### config.mk
export PLATFORM = sky130hd
export DESIGN_NAME = ssa_ram
export DESIGN_NICKNAME = d
export VERILOG_FILES = /design/src/rtl/ssa_ram.sv
export SDC_FILE = /design/constraint.sdc
export NUM_CORES = 1
export LEC_CHECK = 0
export BUFFER_PORTS_ARGS = -buffer_cell sky130_fd_sc_hd__buf_4
export CAP_MARGIN = 20
export CORE_ASPECT_RATIO = 1.5
export CORE_MARGIN = 2
export CORE_UTILIZATION = 49
export CTS_CLUSTER_DIAMETER = 60
export CTS_CLUSTER_SIZE = 16
export DETAILED_ROUTE_END_ITERATION = 7
export PLACE_DENSITY_LB_ADDON = 0.12
export SETUP_SLACK_MARGIN = 0.5
export SLEW_MARGIN = 20
export SYNTH_ARGS = -nofsm -noshare
export SYNTH_HDL_FRONTEND = slang
export SYNTH_SLANG_ARGS = --single-unit
### constraint.sdc
create_clock -name clk -period 5.1 [get_ports clk]
set_input_delay 1.275 -clock clk [delete_from_list [all_inputs] [get_ports clk]]
set_output_delay 1.275 -clock clk [all_outputs]
set_load 0.02 [all_outputs]
### src/rtl/ssa_ram.sv
module ssa_ram #(
  parameter int WIDTH = 8,
  parameter int DEPTH = 64
) (
  input  logic                     clk,
  input  logic                     we,
  input  logic [$clog2(DEPTH)-1:0] waddr,
  input  logic [WIDTH-1:0]         wdata,
  input  logic [$clog2(DEPTH)-1:0] raddr,
  output logic [WIDTH-1:0]         rdata
);

  logic [WIDTH-1:0] mem [DEPTH];

  always_ff @(posedge clk) begin
    if (we) begin
      mem[waddr] <= wdata;
    end
    rdata <= mem[raddr];
  end

endmodule

== After elaboration in Yosys (flattened, before gate mapping) ==
Memories as Yosys holds them, arrays and structs flattened. A register that Yosys moved wholly into a read port is not among the register bits.
Cells that the tools add are included.
Widths: inputs -> output; s select.

* Mux-type cells: 2

{| class="wikitable"
|+ Operators with widths
! operator !! count
|-
| $mux 1 || 2
|}

* Bits in registers: 0
* Bits in writable memories: 512
* Input port bits: 22
* Output and inout port bits: 8
* Word-level logic and storage cells: 3
* Memories: 1

{| class="wikitable"
|+ Memories
! memory !! words !! bits a word !! read ports !! clocked after Yosys merged registers in !! write ports !! line !! text
|-
| mem || 64 || 8 || 1 || 1 || 1 || 13 || <nowiki>logic [WIDTH-1:0] mem [DEPTH];</nowiki>
|}

== Logic depth before layout (Yosys ltp) ==
Gate-level depths: netlist of the first run.

* Depth after elaboration: 2
* Gate-level depth with buffers: 9
* Gate-level depth less buffers: 5

== Worst setup path after synthesis of the first run ==
OpenSTA, ideal clock, no wires.

* Path kind: input port to flip-flop
* Start point: input raddr[1]
* End point: register rdata[3], read port of mem
* Library setup time: 0.128 ns
* Arrival: 2.815 ns
* Data required time: 4.972 ns
* Path slack: 2.157 ns
* Cell stages on the path: 7
* Path buffers: 3
* Cells stage by stage: buf_4 -> buf_2 -> buf_2 -> mux4_2 -> mux4_2 -> o21ai_1 -> o41ai_1

{| class="wikitable"
|+ RTL lines
! what !! line !! text
|-
| start, declared || 9 || <nowiki>input logic [$clog2(DEPTH)-1:0] raddr,</nowiki>
|-
| end, declared || 10 || <nowiki>output logic [WIDTH-1:0] rdata</nowiki>
|}

==> metrics.md, run 1 <==
| Metric | Value |
|---|---|
| Num ports | `30` |
| Drt first pass iters | `5` |
| Initial antenna violation count | `1` |
| Vias in the first global route | `9775` |
| Final Hold Viols | `0` |
| CP endpoint kind | `flip-flop` |
| Yosys top cell by area | `edfxtp_1` |
| Final TNS setup | `0 ns` |
| Crit path time final | `3.43 ns` |
| Die span in y | `252 um` |
| Hold EP | `rdata[6]` |
| RSZ-0062 raised after global routing | `false` |
| Synthesis Warnings | `0` |
| Cells after DPL | `1438` |
| Initial Util | `49.3%` |
| Wire per inst | `30.3 um` |
| Grt total ovfl | `0` |
| DRC errors left | `0` |
| Max-cap viol count | `0` |
| Slew Viols, Final | `0` |
| Slew margin rel. | `30.4%` |
| Avg Inst Size Synth | `21.5 sq um` |
| Layout cells sized above 1 | `22.4%` |
| Post-route clock period utilization | `67.3%` |
| Hpwl dp | `28.1 mm` |
| Sink Count | `520` |
| Worst hold stages | `3` |
| Area after DPL | `20800 sq um` |
| HP Start | `mem[26][6]` |
| Crit path max-delay cell type | `a221oi_1` |
| R2R Path Start | `mem[44][0]` |
| Worst reg2reg setup slack | `2.78 ns` |
| Bufs on Longest Clock Path | `3` |
| Vias per inst | `6.19` |
| Total CTS buffers | `38` |
| Fin cells | `1508` |
| Buffer count from post-CTS setup fixing | `0` |
| Crit path arrival time | `3.83 ns` |
| Synth Register Bits | `520` |
| GRT Util Overall | `22.2%` |
| Critical path's largest stage delay | `0.89 ns` |
| Final instance area | `22000 sq um` |
| First-pass GRT wire length | `67.6 mm` |
| Root buffer cell | `clkbuf_16` |
| Clock-pin slew of the registers on the worst-case setup and hold paths | `0.07 ns` |
| # rows | `91` |
| Leak | `6.69 nW` |
| Hold buffer count at cts | `0` |
| Initial DRC count | `661` |
| Endpoints failing setup | `0` |
| Core area | `40900 sq um` |
| WHS | `0.888 ns` |
| Post-cts resize count | `0` |
| H-tree depth | `2` |
| Post-DRT Antenna Nets | `0` |
| Area growth syn-to-layout | `8.87%` |
| IO Port Bufs | `29` |
| Mapped Nets | `962` |
| Top-area cell type share of the netlist area | `76.2%` |
| Post-synthesis sequential area ratio | `77.0%` |
| Crit-path cells | `buf_4, mux4_2, mux2_2, a221oi_1, o2bb2ai_1` |
| Critical Path Fanout Max | `45` |
| Clk Latency, worst-skew pair | `0.55 ns` |
| Status | `complete, no violations` |
| Fin Clk Skew | `0.0227 ns` |
| Via count | `9328` |
| Slew @ Worst Pin | `1.04 ns` |
| RD Place Congestion | `0.827` |
| DRT Wirelength | `45.7 mm` |
| Worst VDD drop | `0.289 mV` |
| Filler Cell Count | `3109` |
| Reg2Reg Depth | `4` |
| Final net count | `989` |
| Area of the die | `42800 sq um` |
| Area of the mapped netlist | `20200 sq um` |
| Largest net degree at the start of global routing | `65` |
| Netlist cell types | `40` |
| Mapped Cells | `940` |
| Pwr Density | `368 nW/um^2` |
| Max Fclk | `0.291 GHz` |
| Worst EP required | `5.49 ns` |
| Die W | `170 um` |
| Setup CP Type | `in2reg` |
| TritonCTS clock tree | `built` |
| Synth top area cells | `edfxtp_1 76%, mux4_2 14%, nor2_1 1.5%, mux2i_1 1.1%, dfxtp_1 0.79%` |
| HP Class | `reg2reg` |
| Critical Path Start Type | `primary input` |
| Ant diodes | `0` |
| Worst r2r dst | `rdata[0]` |
==> how the worst max path moves through the flow <==
stage	startpoint	slack, ns	end
floorplan	raddr[1]	2.16	rdata[3]
global placement	raddr[1]	1.09	rdata[0]
detailed placement	raddr[1]	1.03	rdata[0]
CTS	raddr[1]	1.60	rdata[0]
global route	raddr[2]	1.61	rdata[4]
finish	raddr[1]	1.67	rdata[0]
==> power breakdown <==
group	switching (mW)	internal (mW)	leakage, nW
Combinational	0.275	0.165	1.47
Sequential	0.0167	4.72	4.67
Clock	1.40	1.51	0.542
Total	1.69	6.40	6.69
==> synthesized netlist by cell type <==
master	number
buf_12	2
and2_1	1
mux2_2	13
o22ai_1	8
a211oi_1	4
a21oi_1	3
nor2b_1	14
o32ai_1	2
o2111ai_1	3
a221oi_1	6
o21ai_0	2
o221a_2	2
a2111oi_0	2
o2bb2ai_1	3
mux2i_1	23
nand4_1	2
nand2b_1	7
nand2_1	19
nor4_1	2
or3_1	1
mux4_2	126
buf_1	4
o311ai_1	1
nand4b_1	1
dfxtp_1	8
buf_6	4
buf_2	11
a22oi_1	3
o41ai_1	2
buf_4	13
nand3_1	13
o21ai_1	2
o221ai_1	8
o21a_1	2
clkbuf_1	17
nand3b_1	3
nor3_1	7
a31oi_1	1
edfxtp_1	512
nor2_1	83
==> per-layer routing <==
layer / wire [um] / vias up / track usage [%]
li1: - / 3963 / -
met1: 17900 / 5025 / 28.7
met2: 24900 / 276 / 39.8
met3: 2050 / 62 / 3.15
met4: 896 / 2 / 5.23
met5: 17 / - / 0
==> worst max-delay path, delay by kind of cell <==
| family | cells | cell delay (ns) |
|---|---|---|
| AOI/OAI and AO/OA | 2 | 1.04 |
| buffers and inverters | 1 | 0.52 |
| muxes | 2 | 0.89 |
==> registers in the layout (all words and copies together), names as in the netlist <==
name   count
mem      512
rdata      8
==> cell families after synthesis <==
family	share of synthesized area, %
multiplexers	15.9
flip-flops	77.0
buffers and inverters	1.57
AND/OR/NAND/NOR	3.39
AO/OA/AOI/OAI	2.07
==> per-stage QoR <==
stage / power (mW) / utilization (%) / worst slack (ns)
2_1_floorplan: 5.09 / - / 2.16
3_3_place_gp: 5.28 / 50.9 / 1.09
3_5_place_dp: 5.29 / 50.9 / 1.03
4_1_cts: 8.16 / 53.7 / 1.60
5_1_grt: 8.32 / 53.7 / 1.61
6_report: 8.08 / 53.7 / 1.67
==> layout by cell type (no fill, tap or decap), types with 13 or more instances in the layout <==
cell | Yosys | layout
edfxtp_1 | 512 | 512
mux4_2 | 126 | 126
nor2_1 | 83 | 83
clkbuf_16 | 0 | 41
buf_4 | 13 | 35
clkbuf_1 | 17 | 28
mux2i_1 | 23 | 23
nand2_1 | 19 | 19
nor2b_1 | 14 | 14
mux2_2 | 13 | 13
nand3_1 | 13 | 13
==> cell type report <==
cell class                 count  area, sq um  share of cell area, %
multi-input combinational    369         4330                   19.7
clock buffer                  69         1130                   5.15
timing repair buffer          38          317                   1.44
tap                          511          639                   2.91
clock inverter                 1         8.76                 0.0399
sequential                   520        15500                   70.8
(Power assumes the default switching activity.)
==> run 2: changes to the inputs <==
==> constraint.sdc (replaced) <==
create_clock -name clk -period 3.1 [get_ports clk]
set_input_delay 0.775 -clock clk [delete_from_list [all_inputs] [get_ports clk]]
set_output_delay 0.775 -clock clk [all_outputs]
set_load 0.02 [all_outputs]
==> metrics.md, run 2 (synthesis gave the netlist of run 1 again) <==
| Metric | Value |
|---|---|
| Status | `complete, no violations` |
| DRC errors left | `0 (unchanged)` |
| Max-cap viol count | `0 (unchanged)` |
| Via count | `9660 (+3.6%)` |
| Wire per inst | `28.8 um (-5.0%)` |
| Slew Viols, Final | `0 (unchanged)` |
| Worst reg2reg setup slack | `1.03 ns (-1.75 ns)` |
| Largest registers | `mem: 512 flops, rdata: 8 flops` |
| Worst EP required | `3.53 ns (-1.96 ns)` |
| Slew @ Worst Pin | `0.740 ns (-0.304 ns)` |
| Die W | `170 um (unchanged)` |
| Instance count on the critical path | `7 (+2)` |
| Num ports | `30 (unchanged)` |
| Final net count | `1089 (+10%)` |
| First-pass GRT wire length | `67.9 mm (+0.50%)` |
| Crit-path cells | `clkbuf_8, buf_12, mux4_2, mux4_2, nor2_1, nor3_1, o2bb2ai_1` |
| Hpwl dp | `29.5 mm (+5.0%)` |
| Pre-CTS setup slack | `0.0236 ns (-1.01 ns)` |
| Max Fclk | `0.405 GHz` |
| Post-route clock period utilization | `79.7%` |
| CP endpoint kind | `flip-flop` |
| Worst VDD drop | `0.383 mV (+32%)` |
| Most frequent cells in the layout | `512 x edfxtp_1, 131 x buf_4, 126 x mux4_2` |
| Switching Share | `20.6% (-0.33 points)` |
| Leak | `7.21 nW (+7.8%)` |
| Clk Latency, worst-skew pair | `0.54 ns (about the same)` |
| Area of the die | `42800 sq um (unchanged)` |
| Buffer count from post-CTS setup fixing | `0 (unchanged)` |
| Most frequent CP cell | `mux4_2` |
| Filler Cell Count | `3108 (-0.032%)` |
| Grt total ovfl | `0 (unchanged)` |
| # rows | `91 (unchanged)` |
| RSZ-0062 raised after global routing | `false` |
| Fin cells | `1593 (+5.6%)` |
| Final Worst Setup Slack | `0.628 ns (-1.04 ns)` |
| Cells after DPL | `1538 (+7.0%)` |
| Root buffer cell | `clkbuf_16` |
| Initial DRC count | `918 (+39%)` |
| Seq pwr share | `59.0% (+0.4 points)` |
| Largest net degree at the start of global routing | `65 (unchanged)` |
| Commonest non-fill, non-tap cell in the layout | `edfxtp_1` |
| Reg2Reg Depth | `5 (+1)` |
| Setup CP Type | `in2reg` |
| Area occupied by registers | `15500 sq um (unchanged)` |
| GRT Util Overall | `22.3% (+0.11 points)` |
| Critical path's largest stage delay | `0.54 ns (-0.35 ns)` |
| Crit path arrival time | `2.90 ns (-0.93 ns)` |
| Clock-pin slew of the registers on the worst-case setup and hold paths | `0.08 ns (about the same)` |
| Worst hold stages | `3 (unchanged)` |
| Vias in the first global route | `10015 (+2.5%)` |
| Crit path max-delay cell type | `mux4_2` |
| TritonCTS clock tree | `built` |
| Comb power frac | `5.9% (+0.5 points)` |
| H-tree depth | `2 (unchanged)` |
| Total CTS buffers | `38 (unchanged)` |
| Worst path top cell family by delay | `multiplexers` |
| DRT Wirelength | `45.9 mm (+0.33%)` |
| Area after DPL | `21600 sq um (+3.8%)` |
| Slew margin rel. | `50.7% (+20 points)` |
| Vias per inst | `6.06 (-2.0%)` |
| Post-cts resize count | `0 (unchanged)` |
| P_sw | `2.72 mW (+61%)` |
| Crit path time final | `2.47 ns` |
| Clock share of power | `35.1% (-0.8 points)` |
| Post-DRT Antenna Nets | `0 (unchanged)` |
| Final Hold Viols | `0 (unchanged)` |
| Ant diodes | `0 (unchanged)` |
| Hold buffer count at cts | `0 (unchanged)` |
| Area of the multi-input gates | `4320 sq um (-0.23%)` |
| Final instance area | `22700 sq um (+3.3%)` |
| Buf/Inv on CP | `2 (+1)` |
| Fin Clk Skew | `0.0107 ns (-0.0120 ns)` |
| Bufs on Longest Clock Path | `3 (unchanged)` |
| Initial antenna violation count | `0 (-1)` |
| Final TNS setup | `0 ns (unchanged)` |
| Core area | `40900 sq um (unchanged)` |
| HP Class | `in2reg` |
| RD Place Congestion | `0.808 (-2.3%)` |
| IO Port Bufs | `29 (unchanged)` |
| Layout cells sized above 1 | `29.7% (+7.3 points)` |
| Max reg flops | `512 (unchanged)` |
| Pwr Density | `582 nW/um^2 (+58%)` |
| Area growth syn-to-layout | `12.5%` |
| Initial Util | `49.3% (unchanged)` |
| Endpoints failing setup | `0 (unchanged)` |
| Critical Path Start Type | `primary input` |
| Most flops, register | `mem` |
| Internal power | `10.5 mW (+64%)` |
| Drt first pass iters | `5 (unchanged)` |
| Sink Count | `520 (unchanged)` |
| Die span in y | `252 um (unchanged)` |
| Critical Path Fanout Max | `22 (-51%)` |
run 2: final cells by class:
type | instances | area share (%)
Timing Repair Buffer | 138 | 4.92
Tap cell | 511 | 2.82
Sequential cell | 520 | 68.5
Clock buffer | 54 | 4.74
Multi-Input combinational cell | 369 | 19.0
Clock inverter | 1 | 0.0386
run 2: layer usage:
metal  wire (um)  GRT usage [%]
met1       18200           28.8
met2       24800           40.0
met3        1850           2.58
met4        1040           6.01
met5           0              0
run 2: worst paths after layout:
kind / from / end
worst max-delay path: raddr[0] / rdata[2]
worst min-delay path: raddr[5] / rdata[6]
worst max register to register: mem[21][6] / rdata[6]
worst min register to register: mem[22][0] / rdata[0]
run 2: through the flow:
stage	power, mW	util (%)	hold WS [ns]
finish	13.2	55.5	0.628
global route	13.6	55.5	0.628
CTS	13.3	55.5	0.604
detailed placement	8.75	52.9	0.812
global placement	8.74	52.9	0.794
floorplan	8.37	-	0.718
run 2: power groups by stage:
stage | sequential [mW] | clock [mW] | combinational [mW]
6_report | 7.80 | 4.63 | 0.776
2_1_floorplan | 7.96 | 0 | 0.415
3_3_place_gp | 7.95 | 0 | 0.784
5_1_grt | 7.80 | 4.97 | 0.831
3_5_place_dp | 7.95 | 0 | 0.793
4_1_cts | 7.80 | 4.76 | 0.793
run 2: tightest hold or removal path, delay by kind of cell:
family	cells	cell delay, ns
AO/OA/AOI/OAI	1	0.06
AND/OR/NAND/NOR	1	0.09
buffers and inverters	1	0.19
==> run 3: changes to the inputs <==
==> constraint.sdc (replaced) <==
create_clock -name clk -period 2 [get_ports clk]
set_input_delay 0.5 -clock clk [delete_from_list [all_inputs] [get_ports clk]]
set_output_delay 0.5 -clock clk [all_outputs]
set_load 0.02 [all_outputs]
==> metrics.md, run 3 (synthesis gave the netlist of run 1 again) <==
| Metric | Value |
|---|---|
| Total CTS buffers | `38 (unchanged)` |
| Final Hold Viols | `0 (unchanged)` |
| Vias in the first global route | `10163 (+1.5%)` |
| Critical Path Fanout Max | `12 (-45%)` |
| IO Port Bufs | `29 (unchanged)` |
| Final instance area | `23900 sq um (+5.5%)` |
| Slew Viols, Final | `0 (unchanged)` |
| Clock-pin slew of the registers on the worst-case setup and hold paths | `0.07 ns (about the same)` |
| Max Fclk | `0.532 GHz` |
| Vias per inst | `6.01 (-0.83%)` |
| Most frequent cells in the layout | `512 x edfxtp_1, 126 x mux4_2, 106 x buf_4` |
| Hold buffer count at cts | `0 (unchanged)` |
| Area growth syn-to-layout | `18.7%` |
| Crit path time final | `1.88 ns` |
| Final core utilization | `58.6% (+3.1 points)` |
| Final TNS setup | `0 ns (unchanged)` |
| Final Worst Setup Slack | `0.122 ns (-0.506 ns)` |
| Post-layout power | `20.7 mW (+57%)` |
| Initial antenna violation count | `0 (unchanged)` |
| Area after DPL | `22500 sq um (+4.0%)` |
| Hpwl dp | `31.8 mm (+7.6%)` |
| Endpoints failing setup | `0 (unchanged)` |
| Critical Path Start Type | `primary input` |
| Met2 WL | `26.4 mm (+6.6%)` |
| Worst EP required | `2.47 ns (-1.06 ns)` |
| Pre-CTS setup slack | `-0.637 ns (-0.660 ns)` |
| Top Metal Used | `met4` |
| Slew @ Worst Pin | `0.783 ns (+0.0429 ns)` |
| Slew margin rel. | `47.8% (-2.9 points)` |
| Worst VDD drop | `0.877 mV (+130%)` |
| First-pass GRT wire length | `69.0 mm (+1.6%)` |
| Sink Count | `520 (unchanged)` |
| Wl on met1 | `18.1 mm (-0.12%)` |
| Bufs on Longest Clock Path | `3 (unchanged)` |
| Largest net degree at the start of global routing | `65 (unchanged)` |
| Commonest non-fill, non-tap cell in the layout | `edfxtp_1` |
| Crit path arrival time | `2.35 ns (-0.55 ns)` |
| Fin Clk Skew | `0.0163 ns (+0.00558 ns)` |
| Post-route clock period utilization | `93.9%` |
| Max reg flops | `512 (unchanged)` |
| Largest registers | `mem: 512 flops, rdata: 8 flops` |
| Initial DRC count | `758 (-17%)` |
| Leak | `7.48 nW (+3.7%)` |
| Fin cells | `1610 (+1.1%)` |
| Initial Util | `49.3% (unchanged)` |
| Clk Latency, worst-skew pair | `0.55 ns (about the same)` |
| DRT Wirelength | `47.7 mm (+4.1%)` |
| Die W | `170 um (unchanged)` |
| Die span in y | `252 um (unchanged)` |
| Pwr Density | `867 nW/um^2 (+49%)` |
| TritonCTS clock tree | `built` |
| GRT Util Overall | `23.1% (+0.80 points)` |
| DRC errors left | `0 (unchanged)` |
| Num ports | `30 (unchanged)` |
| Area of the die | `42800 sq um (unchanged)` |
| Grt total ovfl | `0 (unchanged)` |
| Via count | `9682 (+0.23%)` |
| Drt first pass iters | `5 (unchanged)` |
| Met3 WL | `1.85 mm (+0.27%)` |
| Post-DRT Antenna Nets | `0 (unchanged)` |
| Cells after DPL | `1534 (-0.26%)` |
| H-tree depth | `2 (unchanged)` |
| Status | `complete, no violations` |
| RD Place Congestion | `0.834 (+3.3%)` |
| Layout cells sized above 1 | `39.9% (+10 points)` |
| Core area | `40900 sq um (unchanged)` |
| HP Class | `in2reg` |
| # rows | `91 (unchanged)` |
| RSZ-0062 raised after global routing | `true` |
| CP endpoint kind | `flip-flop` |
| Most flops, register | `mem` |
| Final net count | `1099 (+0.92%)` |
| Root buffer cell | `clkbuf_16` |
| Max-cap viol count | `0 (unchanged)` |
| Setup CP Type | `in2reg` |
| Ant diodes | `0 (unchanged)` |
| WHS | `0.352 ns (-0.276 ns)` |
| Wire per inst | `29.6 um (+3.0%)` |
[run 3: changes by cell type in the layout (fill, tap and decap cells not counted), sizes merged]
cell and change:
bufbuf +2, clkbuf +6, buf +7, clkinv +1, clkinvlp +1
[run 3: power by group]
group / switching, mW / internal [mW] / total, mW
registers: 0.0426 / 12.1 / 12.1
clock network: 3.50 / 3.62 / 7.13
logic: 0.865 / 0.660 / 1.52
total: 4.41 / 16.3 / 20.7
[run 3: what timing repair did]
action,in CTS,in global routing
setup buffers,7,4
resized for setup,48,6
endpoints found under the setup margin,16,16
pin swaps,6,1
endpoints found under the hold margin,0,0
gates cloned,3,0
[run 3: routing by layer]
| layer | GRT usage [%] | vias up |
|---|---|---|
| li1 | - | 4179 |
| met1 | 28.1 | 5208 |
| met2 | 42.6 | 223 |
| met3 | 3.16 | 72 |
| met4 | 7.03 | 0 |
| met5 | 0 | - |
[run 3: path summary, 6_finish.rpt]
| kind | start | endpoint | slack, ns | cells past startpoint |
|---|---|---|---|---|
| max | raddr[0] | rdata[4] | 0.12 | 8 |
| min | wdata[3] | mem[62][3] | 0.35 | 1 |
| max reg2reg | mem[20][4] | rdata[4] | 0.12 | 5 |
| min reg2reg | mem[30][6] | rdata[6] | 0.87 | 3 |
[run 3: area by class of cell]
class / instances / area [sq um]
well taps: 511 / 639
multi-input cells: 369 / 5070
fillers: 2969 / 16900
clock buffers: 59 / 1050
flip-flops and latches: 520 / 15600
clock inverters: 3 / 21.3
repair buffers: 148 / 1600
[run 3: worst max-delay path, stage by stage]
cell       delay, ns
clkbuf_16       0.16
bufbuf_16       0.29
buf_4           0.19
mux4_2          0.34
nor2_1          0.05
nor4_1          0.50
nor3_4          0.09
o32ai_2         0.21
