$ cat src/rtl/ssa_pkg.sv
package ssa_pkg;

  localparam int NUM_FRAMES = 64;
  localparam int SLOTS      = 32;
  localparam int FRAME_W    = 6;
  localparam int SLOT_W     = 5;
  localparam int FREE_W     = 6;
  localparam int TOTAL_W    = 7;
  localparam int FS_AW      = FRAME_W + SLOT_W;

  localparam logic [FREE_W-1:0] FULL_COUNT = 6'd32;
  localparam logic [SLOT_W-1:0] LAST_SLOT  = 5'd31;

  typedef enum logic [1:0] {
    OP_ALLOC  = 2'd0,
    OP_RETURN = 2'd1,
    OP_TRIM   = 2'd2,
    OP_NONE   = 2'd3
  } op_t;

  typedef enum logic {
    ST_DONE = 1'b0,
    ST_FULL = 1'b1
  } status_t;

  typedef enum logic [3:0] {
    S_IDLE, S_A_MAP, S_A_CNT, S_A_POP, S_A_SLOT, S_O_SCAN, S_O_FILL,
    S_R_CNT, S_R_MAP, S_T_MAP, S_T_CNT, S_T_CHK, S_T_MOVE, S_RSCAN, S_DONE
  } state_t;

  typedef struct packed {
    op_t                operation;
    logic [FRAME_W-1:0] frame_in;
    logic [SLOT_W-1:0]  slot_in;
  } in_item_t;

  typedef struct packed {
    logic               status;
    logic [FRAME_W-1:0] frame_out;
    logic [SLOT_W-1:0]  slot_out;
    logic [TOTAL_W-1:0] slabs_in_use;
  } out_item_t;

  typedef struct packed {
    logic              we;
    logic [FS_AW-1:0]  waddr;
    logic [SLOT_W-1:0] wdata;
    logic [FS_AW-1:0]  raddr;
  } fs_req_t;

  typedef struct packed {
    logic               we;
    logic [FRAME_W-1:0] waddr;
    logic [FRAME_W-1:0] wdata;
    logic [FRAME_W-1:0] raddr;
  } tab_req_t;

endpackage

$ cat src/rtl/ssa_ctrl.sv
module ssa_ctrl
  import ssa_pkg::*;
(
  input  logic               clk,
  input  logic               rst_n,
  input  logic               in_valid,
  input  in_item_t           in_item,
  output logic               in_busy,
  input  logic               out_free,
  output logic               res_valid,
  output out_item_t          res_item,
  output fs_req_t            fs_req,
  input  logic [SLOT_W-1:0]  fs_rd,
  output tab_req_t           fc_req,
  input  logic [FREE_W-1:0]  fc_rd,
  output tab_req_t           l2f_req,
  input  logic [FRAME_W-1:0] l2f_rd,
  output tab_req_t           f2l_req,
  input  logic [FRAME_W-1:0] f2l_rd
);

  state_t              state_r, state_nxt;
  logic [NUM_FRAMES-1:0] busy_r, busy_nxt;
  logic [TOTAL_W-1:0]  total_r, total_nxt;
  logic                hint_v_r, hint_v_nxt;
  logic [FRAME_W-1:0]  hint_r, hint_nxt;
  logic [TOTAL_W-1:0]  idx_r, idx_nxt;
  logic                v1_r, v1_nxt, v2_r, v2_nxt;
  logic [FRAME_W-1:0]  i1_r, i1_nxt, i2_r, i2_nxt;
  logic [FRAME_W-1:0]  f_r, f_nxt;
  logic [SLOT_W-1:0]   slot_r, slot_nxt;
  logic [SLOT_W-1:0]   cnt_r, cnt_nxt;
  logic [SLOT_W-1:0]   fill_r, fill_nxt;
  logic                res_stat_r, res_stat_nxt;
  logic [FRAME_W-1:0]  res_frame_r, res_frame_nxt;
  logic [SLOT_W-1:0]   res_slot_r, res_slot_nxt;

  logic               hint_ok, scan_fail, scan_hit, rs_hit, rs_end;
  logic [FREE_W-1:0]  fc_dec, fc_inc;
  logic [TOTAL_W-1:0] total_dec;

  assign hint_ok   = hint_v_r && ({1'b0, hint_r} < total_r);
  assign scan_fail = total_r[TOTAL_W-1] || idx_r[TOTAL_W-1];
  assign scan_hit  = !scan_fail && !busy_r[idx_r[FRAME_W-1:0]];
  assign rs_hit    = v2_r && (fc_rd != '0);
  assign rs_end    = !v1_r && !v2_r && (idx_r >= total_r);
  assign fc_dec    = fc_rd - 6'd1;
  assign fc_inc    = fc_rd + 6'd1;
  assign total_dec = total_r - 7'd1;

  // next state
  always_comb begin
    state_nxt = state_r;
    case (state_r)
      S_IDLE: begin
        if (in_valid) begin
          case (in_item.operation)
            OP_ALLOC:  state_nxt = hint_ok ? S_A_MAP : S_O_SCAN;
            OP_RETURN: state_nxt = busy_r[in_item.frame_in] ? S_R_CNT : S_DONE;
            OP_TRIM:   state_nxt = S_T_MAP;
            default:   state_nxt = S_DONE;
          endcase
        end
      end
      S_A_MAP:  state_nxt = S_A_CNT;
      S_A_CNT:  state_nxt = (fc_rd == '0) ? S_O_SCAN : S_A_POP;
      S_O_SCAN: begin
        if (scan_fail) begin
          state_nxt = S_DONE;
        end else if (scan_hit) begin
          state_nxt = S_O_FILL;
        end
      end
      S_O_FILL: state_nxt = (fill_r == LAST_SLOT) ? S_A_POP : S_O_FILL;
      S_A_POP:  state_nxt = S_A_SLOT;
      S_A_SLOT: state_nxt = (cnt_r == '0) ? S_RSCAN : S_DONE;
      S_R_CNT:  state_nxt = fc_rd[FREE_W-1] ? S_DONE : S_R_MAP;
      S_R_MAP:  state_nxt = S_DONE;
      S_T_MAP:  state_nxt = (idx_r >= total_r) ? S_RSCAN : S_T_CNT;
      S_T_CNT:  state_nxt = S_T_CHK;
      S_T_CHK:  state_nxt = (fc_rd == FULL_COUNT) ? S_T_MOVE : S_T_MAP;
      S_T_MOVE: state_nxt = S_T_MAP;
      S_RSCAN:  state_nxt = (rs_hit || rs_end) ? S_DONE : S_RSCAN;
      S_DONE:   state_nxt = out_free ? S_IDLE : S_DONE;
      default:  state_nxt = S_IDLE;
    endcase
  end

  // datapath and memory commands
  always_comb begin
    busy_nxt      = busy_r;
    total_nxt     = total_r;
    hint_v_nxt    = hint_v_r;
    hint_nxt      = hint_r;
    idx_nxt       = idx_r;
    v1_nxt        = 1'b0;
    v2_nxt        = 1'b0;
    i1_nxt        = i1_r;
    i2_nxt        = i2_r;
    f_nxt         = f_r;
    slot_nxt      = slot_r;
    cnt_nxt       = cnt_r;
    fill_nxt      = fill_r;
    res_stat_nxt  = res_stat_r;
    res_frame_nxt = res_frame_r;
    res_slot_nxt  = res_slot_r;
    fs_req        = '0;
    fc_req        = '0;
    l2f_req       = '0;
    f2l_req       = '0;
    case (state_r)
      S_IDLE: begin
        if (in_valid) begin
          res_stat_nxt  = ST_DONE;
          res_frame_nxt = '0;
          res_slot_nxt  = '0;
          f_nxt         = in_item.frame_in;
          slot_nxt      = in_item.slot_in;
          idx_nxt       = '0;
          case (in_item.operation)
            OP_ALLOC: begin
              if (hint_ok) begin
                l2f_req.raddr = hint_r;
              end else begin
                hint_v_nxt = 1'b0;
              end
            end
            OP_RETURN: fc_req.raddr = in_item.frame_in;
            default: ;
          endcase
        end
      end
      S_A_MAP: begin
        f_nxt        = l2f_rd;
        fc_req.raddr = l2f_rd;
      end
      S_A_CNT: begin
        if (fc_rd == '0) begin
          hint_v_nxt = 1'b0;
        end else begin
          cnt_nxt = fc_dec[SLOT_W-1:0];
        end
      end
      S_O_SCAN: begin
        if (scan_fail) begin
          res_stat_nxt = ST_FULL;
        end else if (scan_hit) begin
          f_nxt                         = idx_r[FRAME_W-1:0];
          busy_nxt[idx_r[FRAME_W-1:0]]  = 1'b1;
          l2f_req.we                    = 1'b1;
          l2f_req.waddr                 = total_r[FRAME_W-1:0];
          l2f_req.wdata                 = idx_r[FRAME_W-1:0];
          f2l_req.we                    = 1'b1;
          f2l_req.waddr                 = idx_r[FRAME_W-1:0];
          f2l_req.wdata                 = total_r[FRAME_W-1:0];
          hint_v_nxt                    = 1'b1;
          hint_nxt                      = total_r[FRAME_W-1:0];
          total_nxt                     = total_r + 7'd1;
          fill_nxt                      = '0;
        end else begin
          idx_nxt = idx_r + 7'd1;
        end
      end
      S_O_FILL: begin
        // stack positions 0..31 hold 31..0 so slot 0 pops first
        fs_req.we    = 1'b1;
        fs_req.waddr = {f_r, fill_r};
        fs_req.wdata = ~fill_r;
        fill_nxt     = fill_r + 5'd1;
        cnt_nxt      = LAST_SLOT;
      end
      S_A_POP: begin
        fc_req.we    = 1'b1;
        fc_req.waddr = f_r;
        fc_req.wdata = {1'b0, cnt_r};
        fs_req.raddr = {f_r, cnt_r};
      end
      S_A_SLOT: begin
        res_frame_nxt = f_r;
        res_slot_nxt  = fs_rd;
        if (cnt_r == '0) begin
          hint_v_nxt = 1'b0;
          hint_nxt   = '0;
          idx_nxt    = {1'b0, hint_r} + 7'd1;
        end
      end
      S_R_CNT: begin
        if (!fc_rd[FREE_W-1]) begin
          fs_req.we     = 1'b1;
          fs_req.waddr  = {f_r, fc_rd[SLOT_W-1:0]};
          fs_req.wdata  = slot_r;
          fc_req.we     = 1'b1;
          fc_req.waddr  = f_r;
          fc_req.wdata  = fc_inc;
          f2l_req.raddr = f_r;
        end
      end
      S_R_MAP: begin
        if (!hint_v_r || (f2l_rd < hint_r)) begin
          hint_v_nxt = 1'b1;
          hint_nxt   = f2l_rd;
        end
      end
      S_T_MAP: begin
        if (idx_r >= total_r) begin
          hint_v_nxt = 1'b0;
          hint_nxt   = '0;
          idx_nxt    = '0;
        end else begin
          l2f_req.raddr = idx_r[FRAME_W-1:0];
        end
      end
      S_T_CNT: begin
        f_nxt        = l2f_rd;
        fc_req.raddr = l2f_rd;
      end
      S_T_CHK: begin
        if (fc_rd != FULL_COUNT) begin
          idx_nxt = idx_r + 7'd1;
        end else begin
          busy_nxt[f_r] = 1'b0;
          total_nxt     = total_dec;
          l2f_req.raddr = total_dec[FRAME_W-1:0];
        end
      end
      S_T_MOVE: begin
        // move the last slab into the hole
        l2f_req.we    = 1'b1;
        l2f_req.waddr = idx_r[FRAME_W-1:0];
        l2f_req.wdata = l2f_rd;
        if (idx_r < total_r) begin
          f2l_req.we    = 1'b1;
          f2l_req.waddr = l2f_rd;
          f2l_req.wdata = idx_r[FRAME_W-1:0];
        end
      end
      S_RSCAN: begin
        if (idx_r < total_r) begin
          l2f_req.raddr = idx_r[FRAME_W-1:0];
          v1_nxt        = 1'b1;
          i1_nxt        = idx_r[FRAME_W-1:0];
          idx_nxt       = idx_r + 7'd1;
        end
        v2_nxt       = v1_r;
        i2_nxt       = i1_r;
        fc_req.raddr = l2f_rd;
        if (rs_hit) begin
          hint_v_nxt = 1'b1;
          hint_nxt   = i2_r;
        end
      end
      default: ;
    endcase
  end

  always_ff @(posedge clk) begin
    if (!rst_n) begin
      state_r  <= S_IDLE;
      busy_r   <= '0;
      total_r  <= '0;
      hint_v_r <= 1'b0;
      hint_r   <= '0;
      v1_r     <= 1'b0;
      v2_r     <= 1'b0;
    end else begin
      state_r  <= state_nxt;
      busy_r   <= busy_nxt;
      total_r  <= total_nxt;
      hint_v_r <= hint_v_nxt;
      hint_r   <= hint_nxt;
      v1_r     <= v1_nxt;
      v2_r     <= v2_nxt;
    end
  end

  always_ff @(posedge clk) begin
    idx_r       <= idx_nxt;
    i1_r        <= i1_nxt;
    i2_r        <= i2_nxt;
    f_r         <= f_nxt;
    slot_r      <= slot_nxt;
    cnt_r       <= cnt_nxt;
    fill_r      <= fill_nxt;
    res_stat_r  <= res_stat_nxt;
    res_frame_r <= res_frame_nxt;
    res_slot_r  <= res_slot_nxt;
  end

  assign in_busy                = (state_r != S_IDLE);
  assign res_valid              = (state_r == S_DONE);
  assign res_item.status        = res_stat_r;
  assign res_item.frame_out     = res_frame_r;
  assign res_item.slot_out      = res_slot_r;
  assign res_item.slabs_in_use  = total_r;

`ifndef NO_ASSERTIONS
  a_busy_matches_total: assert property (@(posedge clk) disable iff (!rst_n)
    (state_r == S_IDLE) |-> ($countones(busy_r) == int'(total_r)))
    else $error("busy frame count differs from live slab total");

  a_hint_in_range: assert property (@(posedge clk) disable iff (!rst_n)
    (state_r == S_IDLE && hint_v_r) |-> ({1'b0, hint_r} < total_r))
    else $error("hint points past the live slab list");

  a_fill_busy_frame: assert property (@(posedge clk) disable iff (!rst_n)
    (state_r == S_O_FILL) |-> busy_r[f_r])
    else $error("filling a frame that is not marked busy");
`endif

endmodule

$ cat config.mk
export PLATFORM = sky130hd
export DESIGN_NAME = ssa_ctrl
export DESIGN_NICKNAME = d
export VERILOG_FILES = /design/src/rtl/ssa_pkg.sv /design/src/rtl/ssa_ctrl.sv
export SDC_FILE = /design/constraint.sdc
export NUM_CORES = 1
export LEC_CHECK = 0
export BUFFER_PORTS_ARGS = -buffer_cell sky130_fd_sc_hd__buf_2
export CORE_MARGIN = 5
export CORE_UTILIZATION = 38
export CTS_CLUSTER_DIAMETER = 120
export DETAILED_ROUTE_END_ITERATION = 8
export GPL_ROUTABILITY_DRIVEN = 0
export PLACE_DENSITY = 0.58
export SYNTH_ARGS = -nofsm -noshare
export SYNTH_HDL_FRONTEND = slang
export SYNTH_SLANG_ARGS = --single-unit
$ cat constraint.sdc
create_clock -name clk -period 8.1 [get_ports clk]
set_input_delay 0.81 -clock clk [delete_from_list [all_inputs] [get_ports clk]]
set_output_delay 0.81 -clock clk [all_outputs]
set_load 0.05 [all_outputs]
# ---- Word level (Yosys, flattened, before mapping)
# Cells that the tools add are included.
dict set report totals {
  ff_bits 136
  input_bits 40
  output_inout_bits 106
}
dict set report op_classes {
  n_addsub 7
  n_lt_le_gt_ge 9
  eq_ne 36
  mux 98
  bitwise 4
  n_reduce_logical 45
}
# operator count
set ops {}
lappend ops {{$mux 64} 3}
lappend ops {{$pmux 64 s2} 1}
lappend ops {{$mux 6} 20}
lappend ops {{$mux 13} 6}
lappend ops {{$pmux 13 s2} 3}
lappend ops {{$mux 7} 10}
lappend ops {{$and 64x64->64} 1}
lappend ops {{$not 64->64} 1}
lappend ops {{$or 64x64->64} 1}
lappend ops {{$pmux 4 s15} 1}
lappend ops {{$pmux 7 s6} 1}
lappend ops {{$pmux 17 s2} 1}
lappend ops {{$ne 2x2->1 const B} 15}
lappend ops {{$pmux 5 s2} 3}
lappend ops {{$pmux 6 s5} 1}
lappend ops {{$eq 4x4->1 const B} 7}
lappend ops {{$pmux 6 s2} 2}
lappend ops {{$pmux 6 s4} 1}
lappend ops {{$lt 6x7->1 const B} 3}
lappend ops {{$mux 4} 5}
lappend ops {{$mux 5} 4}
lappend ops {{$mux 3} 6}
lappend ops {{$pmux 6 s3} 1}
lappend ops {{$mux 1} 17}
lappend ops {{other kinds (52)} 85}

# ---- Longest topological paths before layout
# Gate-level depths: netlist (run 1).
dict set report depth {
  depth_word 8
  ltp_mapped 12
  depth_no_buf 10
}

# ---- Worst setup path before layout (run 1)
# Ideal clock, no wire load.
dict set report synth_timing {
  path_type {reg2out}
  start {register idx_r[0]}
  end {output port f2l_req[10] (netlist bit)}
  arrival_time_ns 3.445
  setup_slack_ns 3.845
  stages_incl_launch_ff 10
  n_path_buf 2
  cell_sequence {edfxtp_1 buf_2 mux4_2 mux2_2 a22o_1 o32a_4 nor2_8 inv_2 clkbuf_1 o21ai_0}
}
# item line
set synth_lines {}
lappend synth_lines {{start, declared} ssa_ctrl.sv:27} ;# logic [TOTAL_W-1:0] idx_r, idx_nxt;
lappend synth_lines {{start signal, assigned} ssa_ctrl.sv:277} ;# idx_r <= idx_nxt;
lappend synth_lines {{end, declared} ssa_ctrl.sv:18} ;# output tab_req_t f2l_req,

==> results of run 1 <==
[metal layers]
metal,part of all wire,vias up,GRT usage
met3,0.10,62,0.0498
met2,0.45,538,0.390
met5,0,-,0
li1,-,3924,-
met1,0.42,4202,0.357
met4,0.024,0,0.0752
[layout make-up]
cell class / count / area [um^2] / share of cell area
clock inverters: 13 / 179 / 0.0174
flip-flops and latches: 136 / 3240 / 0.316
inverters: 34 / 128 / 0.0124
well taps: 285 / 357 / 0.0347
clock buffers: 19 / 454 / 0.0442
repair buffers: 164 / 868 / 0.0845
multi-input cells: 729 / 5050 / 0.491
[per-stage QoR]
step	power [mW]	cell area, um^2
after floorplan	2.01	8680
after CTS	3.32	10300
after global placement	2.48	9640
after global routing	3.49	10300
after detailed placement	2.47	9640
final	3.35	10300
[how the worst min path moves through the flow]
stage                       from                end  slack (ps)  depth (start not counted)
2_1_floorplan  i1_r[0]$_DFFE_PP_  i2_r[0]$_DFFE_PP_         400                          0
4_1_cts        i1_r[1]$_DFFE_PP_  i2_r[1]$_DFFE_PP_         420                          0
6_report       i1_r[1]$_DFFE_PP_  i2_r[1]$_DFFE_PP_         420                          0
3_5_place_dp   i1_r[1]$_DFFE_PP_  i2_r[1]$_DFFE_PP_         400                          0
5_1_grt        i1_r[1]$_DFFE_PP_  i2_r[1]$_DFFE_PP_         430                          0
3_3_place_gp   i1_r[2]$_DFFE_PP_  i2_r[2]$_DFFE_PP_         400                          0
[critical path, cell delays in order, from the launching register on]
cell and delay (ps):
edfxtp_1 440, buf_4 470, mux4_2 560, mux2_2 290
a22o_1 260, o32a_4 450, nor2_8 460, inv_2 340
o21ai_0 370, buf_2 330
[power by group]
part           internal (mW)  switching, mW
clock                  0.512          0.339
combinational          0.413           1.12
sequential             0.853          0.110
total                   1.78           1.57
[state kept, by name, indices dropped and copies added, names as in the netlist, 4 cells and up]
signal       flops
busy_r          64
cnt_r            5
f_r              6
fill_r           5
hint_r           6
i1_r             6
i2_r             6
idx_r            7
res_frame_r      6
res_slot_r       5
slot_r           5
state_r          4
total_r          7
[synth_stat cells, types with 22 or more instances]
cell type / count / area (um^2)
nor2_1: 61 / 229
inv_1: 29 / 109
o21ai_1: 34 / 170
nand3_1: 26 / 130
clkbuf_1: 50 / 188
nand2_1: 86 / 323
a21oi_1: 35 / 175
ha_1: 25 / 313
dfxtp_1: 84 / 1680
edfxtp_1: 52 / 1560
o211ai_1: 66 / 495
o21ai_0: 65 / 325
a22o_1: 22 / 193
and2_1: 27 / 169
[kinds of logic (layout without fill, tap and decap cells)]
group | count (synthesis) | count (layout) | share of synthesized area
compound gates | 329 | 329 | 0.254
xor+xnor | 19 | 19 | 0.0192
fa+ha+maj | 25 | 25 | 0.0360
buf+inv | 101 | 230 | 0.0461
flops | 136 | 136 | 0.373
mux | 48 | 48 | 0.0864
simple gates | 308 | 308 | 0.185
==> out/results.ini, run 1 <==
[floorplan]
dieHeight_um = 161
start_util = 0.385
ios = 146
die_x_um = 161
rows = 55
fp.coreArea_mm2 = 0.0226
dieArea_mm2 = 0.0260

[sta]
maxSlewHeadroom = 0.188
max_slew.worst_pin.slew_ps = 1210
hold_ws_ps = 419
fin_crit_sh = 0.647
finalHoldViolCount = 0
drv_slew = 0
fmax_ghz = 0.191
fin_crit_ps = 5240
finClkSkew_ps = 13.2
setup_ws_ps = 2860
setup_viol = 0
rsz0062_at_grt = false
finalSetupTns_ps = 0

[global_route]
grt_usage = 0.252
grt_start_max_net_pins = 47
antenna_found_initial = 0
gr-total-overflow = 0
grt_first_pass_wirelength_um = 50900
grt_pass1_vias = 8108

[finish]
final_common_cell = buf_2
final_layout_size_suffix_gt1_frac = 0.223
fin_util = 0.455
n_antenna_cell = 0
final_cells = 1380
fin_nets = 1147
area_growth_pct = 18.3
final_cell_mix = buf_2 (145), nand2_1 (86), dfxtp_1 (84)
fill_cells = 2236

[route]
viasPerCell = 6.32
wl_per_cell_um = 24.2
drc = 0
first_pass_iters = 6
ant_nets = 0
vias = 8726
drt_iter0_drc = 1199
finalWirelength_um = 33400

[critical_path]
startpoint_type = register
crit_end = f2l_req[7]
reg2reg_to = hint_r[2]$_SDFFE_PN0P_
crit_arrival_ps = 4430
critPathMaxFanout = 32
critical_path.reg2reg.startpoint = idx_r[0]$_SDFFCE_PN0P_
startpoint = idx_r[0]$_SDFFCE_PN0P_
reg2reg_depth = 11
cp.required_ps = 7290
regToRegSetupSlack_ps = 4060
worstSetupPathType = reg2out
endpoint_kind = output pin

[place]
numPortBuffers = 145
dpl.hpwl_um = 23200
pre_cts_ws_ps = 3290
placed_cells = 1348

[synthesis]
synth_edf_count = 52
ys_seq_area_frac = 0.373
synth_area_mm2 = 0.00868
yosysWarnings = 0
synth_flop_cell = dfxtp_1
syn_avg_cell_area_um2 = 8.99
synth_cell_types = 66
syn_inst = 966
synth.ff_latch_count = 136
synthArstFlopShare = 0
syn-num-nets = 1031

[clock_network]
clk_latency_ps = 440
cts_setup_buffers = 0
ctsHtreeMaxLevel = 4
cts_buffer_depth = 2
numClockSinks = 136
clk_pin_slew_worst_paths_ps = 60
cts_made_buffers = 17
cts_resized = 0
cts_hold_buf = 0
cts_root_buf = clkbuf_16
tritoncts = done

[pwr]
ir_drop_mv = 0.148
power_density_mw_per_mm2 = 326
power.leakage_nw = 4.10

[run]
maxCapViolations = 0

[status]
status = finished clean

[worst_hold_path]
min_path_type = reg2reg

(Power assumes the default switching activity.)
==> run 2: changes to the inputs <==
PLACE_DENSITY = 0.6   (was 0.58)
clock period = 4.2 ns   (was 8.1 ns; I/O delays follow)
==> out/results.ini, run 2 (synthesis gave the netlist of run 1 again) <==
[status]
status = finished clean

[critical_path]
critical_path.reg2reg.startpoint = total_r[4]$_SDFFE_PN0P_
cp.required_ps = 3780  ; -3510 ps
reg2reg_to = hint_r[3]$_SDFFE_PN0P_
crit_arrival_ps = 3580  ; -850 ps
startpoint = idx_r[2]$_SDFFCE_PN0P_
critPathMaxFanout = 16  ; -50%
regToRegSetupSlack_ps = 670  ; -3390 ps
endpoint_kind = output pin
reg2reg_depth = 10  ; -1
startpoint_type = register
worstSetupPathType = reg2out

[sta]
setup_ws_ps = 201  ; -2660 ps
finalSetupTns_ps = 0  ; unchanged
fin_crit_ps = 4000
fmax_ghz = 0.250
max_slew.worst_pin.slew_ps = 928  ; -281 ps
maxSlewHeadroom = 0.376  ; +0.188
finalHoldViolCount = 0  ; unchanged
drv_slew = 0  ; unchanged
finClkSkew_ps = 11.3  ; -1.87 ps
fin_crit_sh = 0.952
rsz0062_at_grt = false
setup_viol = 0  ; unchanged

[pwr]
p_int_mw = 3.32  ; +87%
power.leakage_nw = 4.21  ; +2.5%
power_density_mw_per_mm2 = 610  ; +87%
fin_total_pwr_mw = 6.37  ; +90%
pwr-share-seq = 0.307  ; +0.019
combPwrFrac = 0.465  ; +0.007
swShare = 0.478  ; +0.00962
p_clk_frac = 0.228  ; -0.026
ir_drop_mv = 0.295  ; +100%
p_sw_mw = 3.05  ; +94%

[clock_network]
cts_hold_buf = 0  ; unchanged
numClockSinks = 136  ; unchanged
cts_resized = 0  ; unchanged
cts_root_buf = clkbuf_16
tritoncts = done
clk_pin_slew_worst_paths_ps = 70  ; about the same
cts_made_buffers = 17  ; unchanged
cts_buffer_depth = 2  ; unchanged
ctsHtreeMaxLevel = 4  ; unchanged
clk_latency_ps = 430  ; about the same

[finish]
largest_register_ffs = 64  ; unchanged
fill_cells = 2176  ; -2.7%
top_register = busy_r
area_growth_pct = 20.1
n_antenna_cell = 0  ; unchanged
top_regs = busy_r x64, idx_r x7, total_r x7
multi_input_area_mm2 = 0.00505  ; unchanged
final_cell_mix = buf_2 (145), nand2_1 (86), dfxtp_1 (84)
final_layout_size_suffix_gt1_frac = 0.242  ; +0.0196
regArea_mm2 = 0.00324  ; unchanged
final_common_cell = buf_2
final_area_mm2 = 0.0104  ; +1.5%
fin_nets = 1174  ; +2.4%

[global_route]
gr-total-overflow = 0  ; unchanged
grt_start_max_net_pins = 68  ; +45%
grt_usage = 0.247  ; -0.00441
antenna_found_initial = 0  ; unchanged
grt_pass1_vias = 8392  ; +3.5%
grt_first_pass_wirelength_um = 50100  ; -1.6%

[route]
wl_per_cell_um = 23.2  ; -4.0%
ant_nets = 0  ; unchanged
drt_iter0_drc = 1174  ; -2.1%
viasPerCell = 6.28  ; -0.67%
vias = 8837  ; +1.3%
drc = 0  ; unchanged
finalWirelength_um = 32700  ; -2.1%
first_pass_iters = 6  ; unchanged

[place]
numPortBuffers = 145  ; unchanged
dpl.hpwl_um = 23600  ; +1.4%
pre_cts_ws_ps = 553  ; -2740 ps
placed_area_mm2 = 0.00982  ; +1.8%

[floorplan]
dieHeight_um = 161  ; unchanged
die_x_um = 161  ; unchanged
start_util = 0.385  ; unchanged
dieArea_mm2 = 0.0260  ; unchanged
fp.coreArea_mm2 = 0.0226  ; unchanged
ios = 146  ; unchanged
rows = 55  ; unchanged

[worst_hold_path]
hp-start = in_item[2]
holdPathStages = 1  ; +1
min_path_type = in2reg
hold-path-endpoint = slot_r[2]$_DFFE_PP_

[run]
maxCapViolations = 0  ; unchanged

run 2: changes by cell type in the layout (fill, tap and decap cells not counted), sizes merged:
cell      change
buf          +27
clkinvlp      +2
clkbuf        -2
clkinv        +3
bufinv        -3
run 2: layout make-up:
class / count / area share
Multi-Input combinational cell: 729 / 0.484
Timing Repair Buffer: 191 / 0.105
Clock inverter: 15 / 0.0133
Sequential cell: 136 / 0.311
Tap cell: 285 / 0.0342
Clock buffer: 17 / 0.0408
Inverter: 34 / 0.0122
run 2: repair_timing:
item,4_1_cts,5_1_grt
setup buffers,0,5
endpoints found under the setup margin,0,7
hold endpoints to repair,0,0
run 2: routing by layer:
layer  vias up  GRT usage  share of wire  wire length [um]
li1       3967          -              -                 -
met1      4215      0.326           0.40             13200
met2       556      0.392           0.45             14600
met3        99     0.0615           0.11              3680
met4         0     0.0997          0.038              1230
met5         -          0              0                 0
run 2: critical path: stages (launching register included):
cell      delay, ps
edfxtp_1        630
buf_4           310
mux2i_1         250
o22ai_1         120
a221oi_1        300
o211ai_1        180
o32a_4          300
nor2_8          230
inv_2           170
o21ai_0         330
buf_2           330
run 2: how the worst max path moves through the flow:
stage / to / cells after the start
2_1_floorplan: f2l_req[10] / 9
3_3_place_gp: l2f_req[13] / 8
3_5_place_dp: l2f_req[13] / 8
4_1_cts: l2f_req[13] / 8
5_1_grt: f2l_req[6] / 10
6_report: l2f_req[13] / 10
run 2: power groups by stage:
stage          Clock, mW  Sequential (mW)  Combinational, mW
5_1_grt             1.53             1.98               3.17
2_1_floorplan          0             1.95               1.93
4_1_cts             1.46             1.96               2.85
6_report            1.45             1.95               2.96
3_5_place_dp           0             1.99               2.84
3_3_place_gp           0             1.98               2.84
run 2: stage by stage:
| step | hold WS [ps] | utilization | cells |
|---|---|---|---|
| after floorplan | 400 | - | 966 |
| after global placement | 403 | 0.435 | 1370 |
| after detailed placement | 406 | 0.435 | 1370 |
| after CTS | 152 | 0.460 | 1402 |
| after global routing | 148 | 0.462 | 1407 |
| final | 163 | 0.462 | 1407 |
==> run 3: changes to the inputs <==
CELL_PAD_IN_SITES_DETAIL_PLACEMENT = 0   (was default)
CELL_PAD_IN_SITES_GLOBAL_PLACEMENT = 1   (was default)
PLACE_DENSITY = 0.75   (was 0.6)
SETUP_SLACK_MARGIN = 0.2   (was default)
==> out/results.ini, run 3 (synthesis gave the netlist of run 1 again) <==
[status]
status = finished clean

[route]
finalWirelength_um = 33700  ; +3.0%
vias = 8737  ; -1.1%
drc = 0  ; unchanged
ant_nets = 0  ; unchanged
drt_iter0_drc = 1079  ; -8.1%
viasPerCell = 6.19  ; -1.5%
wl_per_cell_um = 23.8  ; +2.6%
first_pass_iters = 6  ; unchanged

[critical_path]
critPathMaxFanout = 27  ; +11
crit_chain = buf_6 > mux2_2 > a22oi_1 > a21oi_1 > o21a_1 > o32a_4 > nor2_8 > buf_6 > nand2_1 > o21ai_0 > buf_2
timing.critical_path.mode_cell = buf_6
endpoint_kind = output pin
cpPeakStageDelay_ps = 450  ; -180 ps
crit_buf_inv = 3  ; unchanged
cp.required_ps = 3780  ; about the same
slowest_stage = edfxtp_1
worstSetupPathType = reg2out
startpoint_type = register
crit_family = compound AO/OA/AOI/OAI gates
crit_arrival_ps = 3420  ; -160 ps

[place]
dpl.hpwl_um = 24500  ; +4.2%
numPortBuffers = 145  ; unchanged
placed_area_mm2 = 0.00986  ; +0.46%

[finish]
final_common_cell = buf_2
final_cell_mix = buf_2 (145), nand2_1 (86), dfxtp_1 (84)
largest_register_ffs = 64  ; unchanged
top_register = busy_r
final_layout_size_suffix_gt1_frac = 0.248  ; +0.00602
final_area_mm2 = 0.0105  ; +0.49%
top_regs = busy_r x64, idx_r x7, total_r x7
fin_util = 0.465  ; +0.00227
fin_nets = 1179  ; +0.43%
n_antenna_cell = 0  ; unchanged
area_growth_pct = 20.7

[global_route]
grt_pass1_vias = 8378  ; -0.17%
grt_start_max_net_pins = 31  ; -54%
grt_use_met1 = 0.341  ; +0.0152
grtUsageMet2 = 0.411  ; +0.0194
antenna_found_initial = 0  ; unchanged
top_usage_layer = met2
gr-total-overflow = 0  ; unchanged
grt_first_pass_wirelength_um = 51200  ; +2.2%
grt_usage = 0.254  ; +0.00687
use_met3 = 0.0503  ; -0.0112

[sta]
max_slew.worst_pin.slew_ps = 1120  ; +190 ps
fmax_ghz = 0.260  ; +4.1%
hold_ws_ps = 152  ; -10.6 ps
finalSetupTns_ps = 0  ; unchanged
finClkSkew_ps = 11.7  ; +0.417 ps
finalHoldViolCount = 0  ; unchanged
fin_crit_ps = 3840  ; -158 ps
setup_viol = 0  ; unchanged
rsz0062_at_grt = false
drv_slew = 0  ; unchanged
fin_crit_sh = 0.914  ; -0.0376
maxSlewHeadroom = 0.252  ; -0.124

[clock_network]
clk_pin_slew_worst_paths_ps = 60  ; about the same
tritoncts = done
cts_root_buf = clkbuf_16
cts_buffer_depth = 2  ; unchanged
clk_latency_ps = 440  ; about the same
ctsHtreeMaxLevel = 4  ; unchanged
cts_made_buffers = 17  ; unchanged
numClockSinks = 136  ; unchanged

[floorplan]
fp.coreArea_mm2 = 0.0226  ; unchanged
die_x_um = 161  ; unchanged
dieArea_mm2 = 0.0260  ; unchanged
dieHeight_um = 161  ; unchanged
start_util = 0.385  ; unchanged
ios = 146  ; unchanged
rows = 55  ; unchanged

[pwr]
fin_total_pwr_mw = 6.40  ; +0.58%
ir_drop_mv = 0.238  ; -20%
swShare = 0.474  ; -0.00427
pwr-share-seq = 0.303  ; -0.004
p_sw_mw = 3.04  ; -0.32%
power.leakage_nw = 4.25  ; +0.94%
p_int_mw = 3.37  ; +1.4%
combPwrFrac = 0.461  ; -0.004
power_density_mw_per_mm2 = 611  ; about the same
p_clk_frac = 0.235  ; +0.007

[worst_hold_path]
min_path_type = in2reg

[run]
maxCapViolations = 0  ; unchanged

-- run 3: changes by cell type in the layout (fill, tap and decap cells not counted), moves of 2 or more --
cell        before  now
clkinv_8         2    0
buf_12           2    0
buf_6            0    2
inv_4            1    3
buf_4           44   49
clkinvlp_4       3    1
-- run 3: what timing repair did --
item	CTS	global route
buffers inserted	1	2
endpoints found under the setup margin	13	26
pin swaps	0	0
gates resized for setup	0	7
hold buffers	0	0
-- run 3: final timing paths --
path	start	to	slack (ps)	cells after the start
setup / recovery	idx_r[0]$_SDFFCE_PN0P_	f2l_req[14]	360	11
hold reg to reg	i1_r[3]$_DFFE_PP_	i2_r[3]$_DFFE_PP_	420	0
hold / removal	in_item[4]	slot_r[4]$_DFFE_PP_	150	1
setup reg to reg	state_r[2]$_SDFFE_PN0P_	idx_r[6]$_SDFFCE_PN0P_	730	9
-- run 3: area by class of cell --
class	count	area (um^2)
Clock buffer	18	439
Fill cell	2231	12100
Clock inverter	14	138
Tap cell	285	357
Timing Repair Buffer	196	1120
Sequential cell	136	3240
Inverter	34	130
Multi-Input combinational cell	729	5060
-- run 3: power groups by stage --
stage               sequential [mW]  combinational, mW  clock [mW]
global placement               1.98               2.83           0
floorplan                      1.95               1.93           0
finish                         1.94               2.95        1.51
detailed placement             2.00               2.83           0
CTS                            1.96               2.87        1.52
global route                   1.97               3.14        1.58
-- run 3: per-stage QoR --
step                      std cells  worst slack [ps]
after detailed placement       1377               629
after floorplan                 966               335
after global routing           1412               234
after global placement         1377               724
after CTS                      1410               211
final                          1412               359
-- run 3: routing by layer --
metal  up-vias  part of all wire
li1       3991                 -
met5         -                 0
met4         0             0.024
met2       523              0.46
met3        53             0.089
met1      4170              0.43
-- run 3: worst register-to-register path, cell delays in order, from the launching register on --
cell,delay [ps]
dfxtp_1,490
nor2b_1,570
mux2i_1,180
nand2b_1,410
o21ai_0,390
ha_1,240
o21ai_0,200
or3_1,350
or4_1,390
o21ai_0,80
